--- config.mk ---
export PLATFORM = sky130hd
export DESIGN_NAME = usb_hid_interrupt_endpoint_finder
export DESIGN_NICKNAME = d
export VERILOG_FILES = /design/src/usbhid_pkg.sv /design/src/usb_hid_interrupt_endpoint_finder.sv /design/src/usbhid_walker.sv /design/src/usbhid_out_stage.sv
export SDC_FILE = /design/constraint.sdc
export NUM_CORES = 1
export LEC_CHECK = 0
export BUFFER_PORTS_ARGS = -buffer_cell sky130_fd_sc_hd__buf_2
export CAP_MARGIN = 20
export CORE_MARGIN = 1.5
export CORE_UTILIZATION = 50
export DETAILED_ROUTE_END_ITERATION = 12
export GPL_ROUTABILITY_DRIVEN = 0
export PLACE_DENSITY = 0.73
export RECOVER_POWER = 25
export SETUP_SLACK_MARGIN = 0.3
export SYNTH_ARGS = -nofsm -noshare
export SYNTH_HDL_FRONTEND = slang
export SYNTH_HIERARCHICAL = 1
export SYNTH_SLANG_ARGS = --single-unit
--- constraint.sdc ---
create_clock -name clk_i -period 9.5 [get_ports clk_i]
set_input_delay 0.475 -clock clk_i [delete_from_list [all_inputs] [get_ports clk_i]]
set_output_delay 0.475 -clock clk_i [all_outputs]
set_load 0.05 [all_outputs]
--- src/usbhid_pkg.sv ---
// Shared types and constants of the HID boot interrupt endpoint finder.
// No dependencies; used by every module of the block.
package usbhid_pkg;

  localparam int unsigned ByteW = 8;
  localparam int unsigned MpsW  = 11;
  localparam int unsigned ProtW = 2;

  // Descriptor type codes and minimum lengths.
  localparam logic [ByteW-1:0] DescTypeInterface = 8'd4;
  localparam logic [ByteW-1:0] DescTypeEndpoint  = 8'd5;
  localparam logic [ByteW-1:0] IfaceMinLen       = 8'd9;
  localparam logic [ByteW-1:0] EpMinLen          = 8'd7;
  localparam logic [ByteW-1:0] MinDescLen        = 8'd2;

  // Interface class codes and boot protocols.
  localparam logic [ByteW-1:0] HidClass      = 8'd3;
  localparam logic [ByteW-1:0] BootSubclass  = 8'd1;
  localparam logic [ByteW-1:0] ProtoKeyboard = 8'd1;
  localparam logic [ByteW-1:0] ProtoMouse    = 8'd2;

  // Endpoint attribute and address fields.
  localparam logic [1:0]      XferTypeInterrupt = 2'd3;
  localparam int unsigned     EpDirInBit        = 7;
  localparam logic [MpsW-1:0] MpsDefault        = 11'd8;

  // Byte offsets inside a descriptor.
  localparam logic [ByteW-1:0] PosType      = 8'd1;
  localparam logic [ByteW-1:0] PosIfNumber  = 8'd2;
  localparam logic [ByteW-1:0] PosIfClass   = 8'd5;
  localparam logic [ByteW-1:0] PosIfSubcl   = 8'd6;
  localparam logic [ByteW-1:0] PosIfProto   = 8'd7;
  localparam logic [ByteW-1:0] PosEpAddr    = 8'd2;
  localparam logic [ByteW-1:0] PosEpAttr    = 8'd3;
  localparam logic [ByteW-1:0] PosEpMpsLow  = 8'd4;
  localparam logic [ByteW-1:0] PosEpMpsHigh = 8'd5;
  localparam logic [ByteW-1:0] PosEpIntvl   = 8'd6;

  typedef struct packed {
    logic             found;
    logic [ByteW-1:0] interface_number;
    logic [ProtW-1:0] protocol;
    logic [ByteW-1:0] endpoint_address;
    logic [MpsW-1:0]  max_packet_size;
    logic [ByteW-1:0] poll_interval;
  } result_t;

endpackage

--- src/usb_hid_interrupt_endpoint_finder.sv ---
// Finds the first HID boot interrupt IN endpoint in a USB configuration descriptor set.
// Top level; depends on usbhid_pkg, usbhid_walker and usbhid_out_stage.
//
// Input channel (in_valid_i / in_ready_o): one descriptor byte per transfer, with
// last_byte_i marking the final byte of a descriptor set.
// Output channel (out_valid_o / out_ready_i): one result per descriptor set, either
// the matching endpoint (found_o = 1) on the byte that completes the first match,
// or a not-found result with all fields zero on the last byte.
// A byte is taken into an input register; from there the walker logic acts on it
// and, if it causes a result, writes the result register, which drives out_valid_o.
// Throughput is one byte per cycle while the input side is not stalled. A byte that
// causes no result always moves on; a byte that causes a result waits in the input
// register only while the result register is still full and out_ready_i is low, so
// the receiver stalls the input side only then.
// Reset clears the walk state and both valid flags; the next byte begins a new
// descriptor set. After the last byte of a set the walk state returns to reset.
module usb_hid_interrupt_endpoint_finder (
  input  logic                                clk_i,
  input  logic                                rst_ni,
  input  logic                                in_valid_i,
  output logic                                in_ready_o,
  input  logic [usbhid_pkg::ByteW-1:0]        desc_byte_i,
  input  logic                                last_byte_i,
  output logic                                out_valid_o,
  input  logic                                out_ready_i,
  output logic                                found_o,
  output logic [usbhid_pkg::ByteW-1:0]        interface_number_o,
  output logic [usbhid_pkg::ProtW-1:0]        protocol_o,
  output logic [usbhid_pkg::ByteW-1:0]        endpoint_address_o,
  output logic [usbhid_pkg::MpsW-1:0]         max_packet_size_o,
  output logic [usbhid_pkg::ByteW-1:0]        poll_interval_o
);
  import usbhid_pkg::*;

  logic             stage_valid_q, stage_valid_d;
  logic [ByteW-1:0] stage_byte_q;
  logic             stage_last_q;
  logic             accept;
  logic             step;
  logic             emit;
  logic             slot_free;
  result_t          walk_res;
  result_t          out_res;

  // The held byte moves on unless it causes a result that has nowhere to go.
  assign step       = stage_valid_q && (!emit || slot_free);
  assign in_ready_o = !stage_valid_q || step;
  assign accept     = in_valid_i && in_ready_o;

  always_comb begin
    stage_valid_d = stage_valid_q;
    if (accept) begin
      stage_valid_d = 1'b1;
    end else if (step) begin
      stage_valid_d = 1'b0;
    end
  end

  always_ff @(posedge clk_i or negedge rst_ni) begin
    if (!rst_ni) begin
      stage_valid_q <= 1'b0;
    end else begin
      stage_valid_q <= stage_valid_d;
    end
  end

  always_ff @(posedge clk_i) begin
    if (accept) begin
      stage_byte_q <= desc_byte_i;
      stage_last_q <= last_byte_i;
    end
  end

  usbhid_walker u_walker (
    .clk_i  (clk_i),
    .rst_ni (rst_ni),
    .step_i (step),
    .byte_i (stage_byte_q),
    .last_i (stage_last_q),
    .emit_o (emit),
    .res_o  (walk_res)
  );

  usbhid_out_stage u_out (
    .clk_i   (clk_i),
    .rst_ni  (rst_ni),
    .load_i  (step && emit),
    .res_i   (walk_res),
    .ready_i (out_ready_i),
    .valid_o (out_valid_o),
    .free_o  (slot_free),
    .res_o   (out_res)
  );

  assign found_o            = out_res.found;
  assign interface_number_o = out_res.interface_number;
  assign protocol_o         = out_res.protocol;
  assign endpoint_address_o = out_res.endpoint_address;
  assign max_packet_size_o  = out_res.max_packet_size;
  assign poll_interval_o    = out_res.poll_interval;

`ifndef SYNTHESIS
  a_not_found_zero: assert property (@(posedge clk_i) disable iff (!rst_ni)
    out_valid_o && !found_o |-> interface_number_o == '0 && protocol_o == '0 &&
      endpoint_address_o == '0 && max_packet_size_o == '0 && poll_interval_o == '0)
    else $error("not-found result carries nonzero fields");

  a_found_protocol: assert property (@(posedge clk_i) disable iff (!rst_ni)
    out_valid_o && found_o |-> protocol_o == 2'd1 || protocol_o == 2'd2)
    else $error("match reported without a boot protocol");

  a_found_fields: assert property (@(posedge clk_i) disable iff (!rst_ni)
    out_valid_o && found_o |-> max_packet_size_o != '0 && endpoint_address_o[EpDirInBit])
    else $error("match reported with zero packet size or OUT direction");

  a_stage_holds: assert property (@(posedge clk_i) disable iff (!rst_ni)
    stage_valid_q && !step |=> stage_valid_q && $stable(stage_byte_q) &&
      $stable(stage_last_q))
    else $error("held descriptor byte lost or changed while stalled");
`endif

endmodule

--- src/usbhid_walker.sv ---
// Descriptor walker: per-byte state of the descriptor set and the result it causes.
// Depends on usbhid_pkg.
module usbhid_walker (
  input  logic                        clk_i,
  input  logic                        rst_ni,
  input  logic                        step_i,
  input  logic [usbhid_pkg::ByteW-1:0] byte_i,
  input  logic                        last_i,
  output logic                        emit_o,
  output usbhid_pkg::result_t         res_o
);
  import usbhid_pkg::*;

  logic [ByteW-1:0] pos_q, pos_d;
  logic [ByteW-1:0] len_q, len_d;
  logic [ByteW-1:0] type_q, type_d;
  logic [ByteW-1:0] cur_if_q, cur_if_d;
  logic [ProtW-1:0] cur_prot_q, cur_prot_d;
  logic             class_hid_q, class_hid_d;
  logic             subcl_boot_q, subcl_boot_d;
  logic [ByteW-1:0] pend_if_q, pend_if_d;
  logic [ByteW-1:0] pend_prot_q, pend_prot_d;
  logic [ByteW-1:0] ep_addr_q, ep_addr_d;
  logic             ep_intr_q, ep_intr_d;
  logic [ByteW-1:0] mps_low_q, mps_low_d;
  logic [2:0]       mps_high_q, mps_high_d;
  logic [ByteW-1:0] intvl_q, intvl_d;
  logic             stopped_q, stopped_d;
  logic             given_q, given_d;

  logic             match;
  logic [MpsW-1:0]  mps_raw;

  always_comb begin
    pos_d        = pos_q;
    len_d        = len_q;
    type_d       = type_q;
    cur_if_d     = cur_if_q;
    cur_prot_d   = cur_prot_q;
    class_hid_d  = class_hid_q;
    subcl_boot_d = subcl_boot_q;
    pend_if_d    = pend_if_q;
    pend_prot_d  = pend_prot_q;
    ep_addr_d    = ep_addr_q;
    ep_intr_d    = ep_intr_q;
    mps_low_d    = mps_low_q;
    mps_high_d   = mps_high_q;
    intvl_d      = intvl_q;
    stopped_d    = stopped_q;
    given_d      = given_q;
    match        = 1'b0;

    if (!given_q && !stopped_q) begin
      if (pos_q == '0) begin
        if (byte_i < MinDescLen) begin
          stopped_d = 1'b1;
        end else begin
          len_d = byte_i;
          pos_d = 8'd1;
        end
      end else begin
        if (pos_q == PosType) begin
          type_d = byte_i;
        end else if (type_q == DescTypeInterface) begin
          case (pos_q)
            PosIfNumber: pend_if_d    = byte_i;
            PosIfClass:  class_hid_d  = (byte_i == HidClass);
            PosIfSubcl:  subcl_boot_d = (byte_i == BootSubclass);
            PosIfProto:  pend_prot_d  = byte_i;
            default: ;
          endcase
        end else if (type_q == DescTypeEndpoint) begin
          case (pos_q)
            PosEpAddr:    ep_addr_d  = byte_i;
            PosEpAttr:    ep_intr_d  = (byte_i[1:0] == XferTypeInterrupt);
            PosEpMpsLow:  mps_low_d  = byte_i;
            PosEpMpsHigh: mps_high_d = byte_i[2:0];
            PosEpIntvl:   intvl_d    = byte_i;
            default: ;
          endcase
        end

        // The last byte of a descriptor acts on the values captured so far,
        // including the one captured from this very byte.
        if ({1'b0, pos_q} + 9'd1 == {1'b0, len_q}) begin
          pos_d = '0;
          if (type_d == DescTypeInterface && len_q >= IfaceMinLen) begin
            cur_if_d   = pend_if_d;
            cur_prot_d = '0;
            if (class_hid_d && subcl_boot_d &&
                (pend_prot_d == ProtoKeyboard || pend_prot_d == ProtoMouse)) begin
              cur_prot_d = pend_prot_d[ProtW-1:0];
            end
          end else if (type_d == DescTypeEndpoint && len_q >= EpMinLen) begin
            match = (cur_prot_q != '0) && ep_intr_d && ep_addr_d[EpDirInBit];
          end
          if (match) begin
            given_d = 1'b1;
          end
        end else begin
          pos_d = pos_q + 8'd1;
        end
      end
    end

    // The result is built before the end of the set clears the captured fields.
    mps_raw = {mps_high_d, mps_low_d};
    res_o   = '0;
    if (match) begin
      res_o.found            = 1'b1;
      res_o.interface_number = cur_if_q;
      res_o.protocol         = cur_prot_q;
      res_o.endpoint_address = ep_addr_d;
      res_o.max_packet_size  = (mps_raw == '0) ? MpsDefault : mps_raw;
      res_o.poll_interval    = intvl_d;
    end

    // End of the set: everything returns to its reset value.
    if (last_i) begin
      pos_d        = '0;
      len_d        = '0;
      type_d       = '0;
      cur_if_d     = '0;
      cur_prot_d   = '0;
      class_hid_d  = 1'b0;
      subcl_boot_d = 1'b0;
      pend_if_d    = '0;
      pend_prot_d  = '0;
      ep_addr_d    = '0;
      ep_intr_d    = 1'b0;
      mps_low_d    = '0;
      mps_high_d   = '0;
      intvl_d      = '0;
      stopped_d    = 1'b0;
      given_d      = 1'b0;
    end
  end

  assign emit_o  = match || (last_i && !given_q);

  always_ff @(posedge clk_i or negedge rst_ni) begin
    if (!rst_ni) begin
      pos_q        <= '0;
      len_q        <= '0;
      type_q       <= '0;
      cur_if_q     <= '0;
      cur_prot_q   <= '0;
      class_hid_q  <= 1'b0;
      subcl_boot_q <= 1'b0;
      pend_if_q    <= '0;
      pend_prot_q  <= '0;
      ep_addr_q    <= '0;
      ep_intr_q    <= 1'b0;
      mps_low_q    <= '0;
      mps_high_q   <= '0;
      intvl_q      <= '0;
      stopped_q    <= 1'b0;
      given_q      <= 1'b0;
    end else if (step_i) begin
      pos_q        <= pos_d;
      len_q        <= len_d;
      type_q       <= type_d;
      cur_if_q     <= cur_if_d;
      cur_prot_q   <= cur_prot_d;
      class_hid_q  <= class_hid_d;
      subcl_boot_q <= subcl_boot_d;
      pend_if_q    <= pend_if_d;
      pend_prot_q  <= pend_prot_d;
      ep_addr_q    <= ep_addr_d;
      ep_intr_q    <= ep_intr_d;
      mps_low_q    <= mps_low_d;
      mps_high_q   <= mps_high_d;
      intvl_q      <= intvl_d;
      stopped_q    <= stopped_d;
      given_q      <= given_d;
    end
  end

endmodule

--- src/usbhid_out_stage.sv ---
// Result register of the finder: holds one result until the receiver takes it.
// Depends on usbhid_pkg.
module usbhid_out_stage (
  input  logic                clk_i,
  input  logic                rst_ni,
  input  logic                load_i,
  input  usbhid_pkg::result_t res_i,
  input  logic                ready_i,
  output logic                valid_o,
  output logic                free_o,
  output usbhid_pkg::result_t res_o
);
  import usbhid_pkg::*;

  logic    valid_q, valid_d;
  result_t res_q;

  assign free_o = !valid_q || ready_i;

  always_comb begin
    valid_d = valid_q;
    if (load_i) begin
      valid_d = 1'b1;
    end else if (ready_i) begin
      valid_d = 1'b0;
    end
  end

  always_ff @(posedge clk_i or negedge rst_ni) begin
    if (!rst_ni) begin
      valid_q <= 1'b0;
    end else begin
      valid_q <= valid_d;
    end
  end

  always_ff @(posedge clk_i) begin
    if (load_i) begin
      res_q <= res_i;
    end
  end

  assign valid_o = valid_q;
  assign res_o   = res_q;

endmodule
==> results.py <==
metrics = {
    "yosys": {
        "syn_nets": 609,
        "syn_inst": 592,
        "synth_seq_area_share_pct": 53.4,
        "synth_largest_area_cell": "dfrtp_1",
        "ys_types": 73,
        "synth_top_area_share_pct": 32.0,
        "synth_edf_count": 47,
        "syn-cell-area_um2": 6580,
        "synth_area_leaders": "dfrtp_1, edfxtp_1, mux2i_1",
        "avgSynthCellArea_um2": 11.1,
        "yosys_warnings": 6,
        "ys_seq_elements": 131,
        "synth_ff_type": "dfrtp_1",
        "async_reset_ff_share_pct": 64.1,
    },
    "final_layout": {
        "syn_to_final_growth_pct": 14.7,
        "layout_common_cells": "dfrtp_1, nand2_1, buf_2",
        "multiInputGateArea_um2": 2770,
        "nFillCells": 1047,
        "seq_area_um2": 3510,
        "nets": 645,
        "final_common_cell": "dfrtp_1",
        "drive_gt1_share_pct": 19.0,
        "antenna_cells": 0,
    },
    "worst_setup_path": {
        "worst_setup_path_end_kind": "flop",
        "cp_slowest_stage_delay_ps": 780,
        "path_class": "reg2reg",
        "worst-path-max-fanout": 39,
        "cp.arrival_ps": 5350,
        "crit_top_cell": "nand3_1",
        "crit_path_top_delay_cell": "nor3_1",
        "cp-start-kind": "flop",
        "required_ps": 9860,
        "r2r-start": "u_walker/pos_q[0]",
        "crit_chain": "ha_1, nand3_1, or4_1, nand4_1, a21o_1, or3_4, o22ai_2, a21boi_0, buf_4, nand3_1, nor3_1, a22o_1",
        "crit_start": "u_walker/pos_q[0]",
    },
    "run_status": {
        "violations": "max-capacitance violations, max-slew violations",
        "status": "finished, violations left",
    },
    "min_path": {
        "hold_path_class": "in2reg",
        "hp-start": "desc_byte_i[2]",
    },
    "clock_network": {
        "cts_buffer_depth": 2,
        "root_buffer": "clkbuf_16",
        "cts_buffers": 17,
        "htree_levels": 4,
        "cts_sinks": 131,
        "clk_pin_slew_ps": 60,
        "cts_tree": "done",
        "cts_resized": 0,
        "clock_latency_ps": 430,
    },
    "global_routing": {
        "grt_pass1_vias": 4950,
        "antenna_found_initial": 0,
        "grtUsageTotal_pct": 23.9,
        "grt_max_degree": 85,
        "grt_pass1_wl_mm": 25.9,
        "grt-ovfl-total": 0,
    },
    "timing": {
        "post-route-min-period_ps": 4990,
        "max-slew-margin-rel_pct": -139,
        "tns_ps": 0,
        "period_share_pct": 52.5,
        "tightest_slew_ps": 3590,
        "fin_skew_ps": 7.40,
        "setup_viol": 0,
        "rsz0062_at_grt": "false",
        "finalHoldViolations": 0,
        "slew_violations": 68,
        "clock.fmax_mhz": 200,
    },
    "die": {
        "die_w_um": 118,
        "ios": 53,
        "rows": 41,
        "core-area_um2": 12700,
        "initial_core_util_pct": 51.7,
        "dieArea_um2": 13800,
        "dieHeight_um": 118,
    },
    "placed_design": {
        "dpl.hpwl_mm": 10.1,
        "portBuffers": 52,
    },
    "power_and_ir_drop": {
        "finalPower_mw": 1.83,
        "pwr_density_cell_nw_per_um2": 242,
        "vdd_ir_drop_max_v": 0.000116,
        "p_leak_nw": 3.13,
    },
    "routing": {
        "drt-pass1-iter-count": 5,
        "drcViolationCount": 0,
        "drtIter0Drc": 522,
        "totalWireLength_mm": 15.8,
        "vias": 5012,
        "ant_nets": 0,
        "via_per_inst": 6.16,
        "wl_per_cell_um": 19.4,
    },
    "run": {
        "maxCapViolCount": 1,
    },
}
-- through the flow --
step,worst slack (ps),hold slack (ps),cells,util (%),cell area [µm²]
after global routing,3990,214,813,59.3,7540
after global placement,4930,460,779,54.0,6870
after CTS,4570,214,811,59.2,7530
after floorplan,5660,179,592,-,6580
after detailed placement,4710,470,779,54.0,6870
final,4510,225,813,59.3,7540
-- path summary, 6_finish.rpt --
path / end / slack (ps) / depth (start not counted)
max in group asynchronous: u_walker/pend_prot_q[1] / 4890 / 3
min: stage_byte_q[2] / 230 / 1
max: u_walker/type_q[1] / 4510 / 12
min in group asynchronous: u_walker/type_q[4] / 700 / 2
max reg2reg: u_walker/type_q[1] / 4510 / 12
min reg2reg: u_walker/pend_if_q[3] / 480 / 1
-- synth_stat cells, drive strengths merged (2+ instances only) --
library cell  instances
dfrtp                84
nand2                63
edfxtp               47
nor3                 40
mux2i                31
o21ai                28
a22o                 26
clkbuf               21
inv                  21
nor2                 21
buf                  20
nor4                 17
a21oi                16
o2bb2ai              16
nand3                14
a22oi                10
o211ai                9
a21o                  7
a32o                  7
and2                  7
and3                  7
nand2b                7
nand4                 6
nor2b                 5
or3                   5
a211o                 4
a21bo                 4
ha                    4
nor4b                 4
or4                   4
xnor2                 4
o22ai                 3
o31ai                 3
a211oi                2
a311oi                2
and4                  2
o221ai                2
or2                   2
or4b                  2
xor2                  2
-- cells by family (layout without fill, tap and decap cells) --
logic type	count (synthesis)	in the layout	synth area share, %
DFF	131	131	53.4
and+or+nand+nor	209	209	18.5
muxes	32	32	4.89
adders and majority gates	4	4	0.761
AOI/OAI and AO/OA	145	145	16.4
xor gates and xnor gates	8	8	1.50
buffers and inverters	63	112	4.47
-- sequential cells by signal (all words and copies together) (netlist names), 2 cells and up --
name and count:
u_out/res_o 38, stage_byte_q 8, u_walker/cur_if_q 8, u_walker/ep_addr_q 8
u_walker/intvl_q 8, u_walker/len_q 8, u_walker/mps_low_q 8, u_walker/pend_if_q 8
u_walker/pend_prot_q 8, u_walker/pos_q 8, u_walker/type_q 8, u_walker/mps_high_q 3
u_walker/cur_prot_q 2
-- area by class of cell --
class | count | area share (%)
clock buffer | 18 | 5.69
sequential | 131 | 46.6
tap | 172 | 2.85
inverter | 22 | 1.09
multi-input combinational | 398 | 36.7
timing repair buffer | 58 | 4.01
clock inverter | 14 | 3.10
-- metal layers --
metal,share of wire [%],global-route usage (%)
met1,41,30.9
met2,48,38.4
met3,7.0,5.43
met4,3.4,10.7
met5,0,0
-- what timing repair did --
item	CTS	global route
buffers inserted	0	0
endpoints found under the setup margin	0	0
hold buffers	0	1
hold endpoints to repair	0	17
-- where the power goes --
group | switching, mW | internal (mW) | leakage, nW
logic | 0.255 | 0.138 | 1.22
clock network | 0.245 | 0.490 | 0.314
registers | 0.0648 | 0.635 | 1.59
-- worst max-delay path: cells and delay by family (launching register included) --
family	cells	cell delay [ps]
flops	1	440
simple gates	6	2780
compound gates	4	1050
buf+inv	1	250
fa+ha+maj	1	360
(Power assumes the default switching activity.)
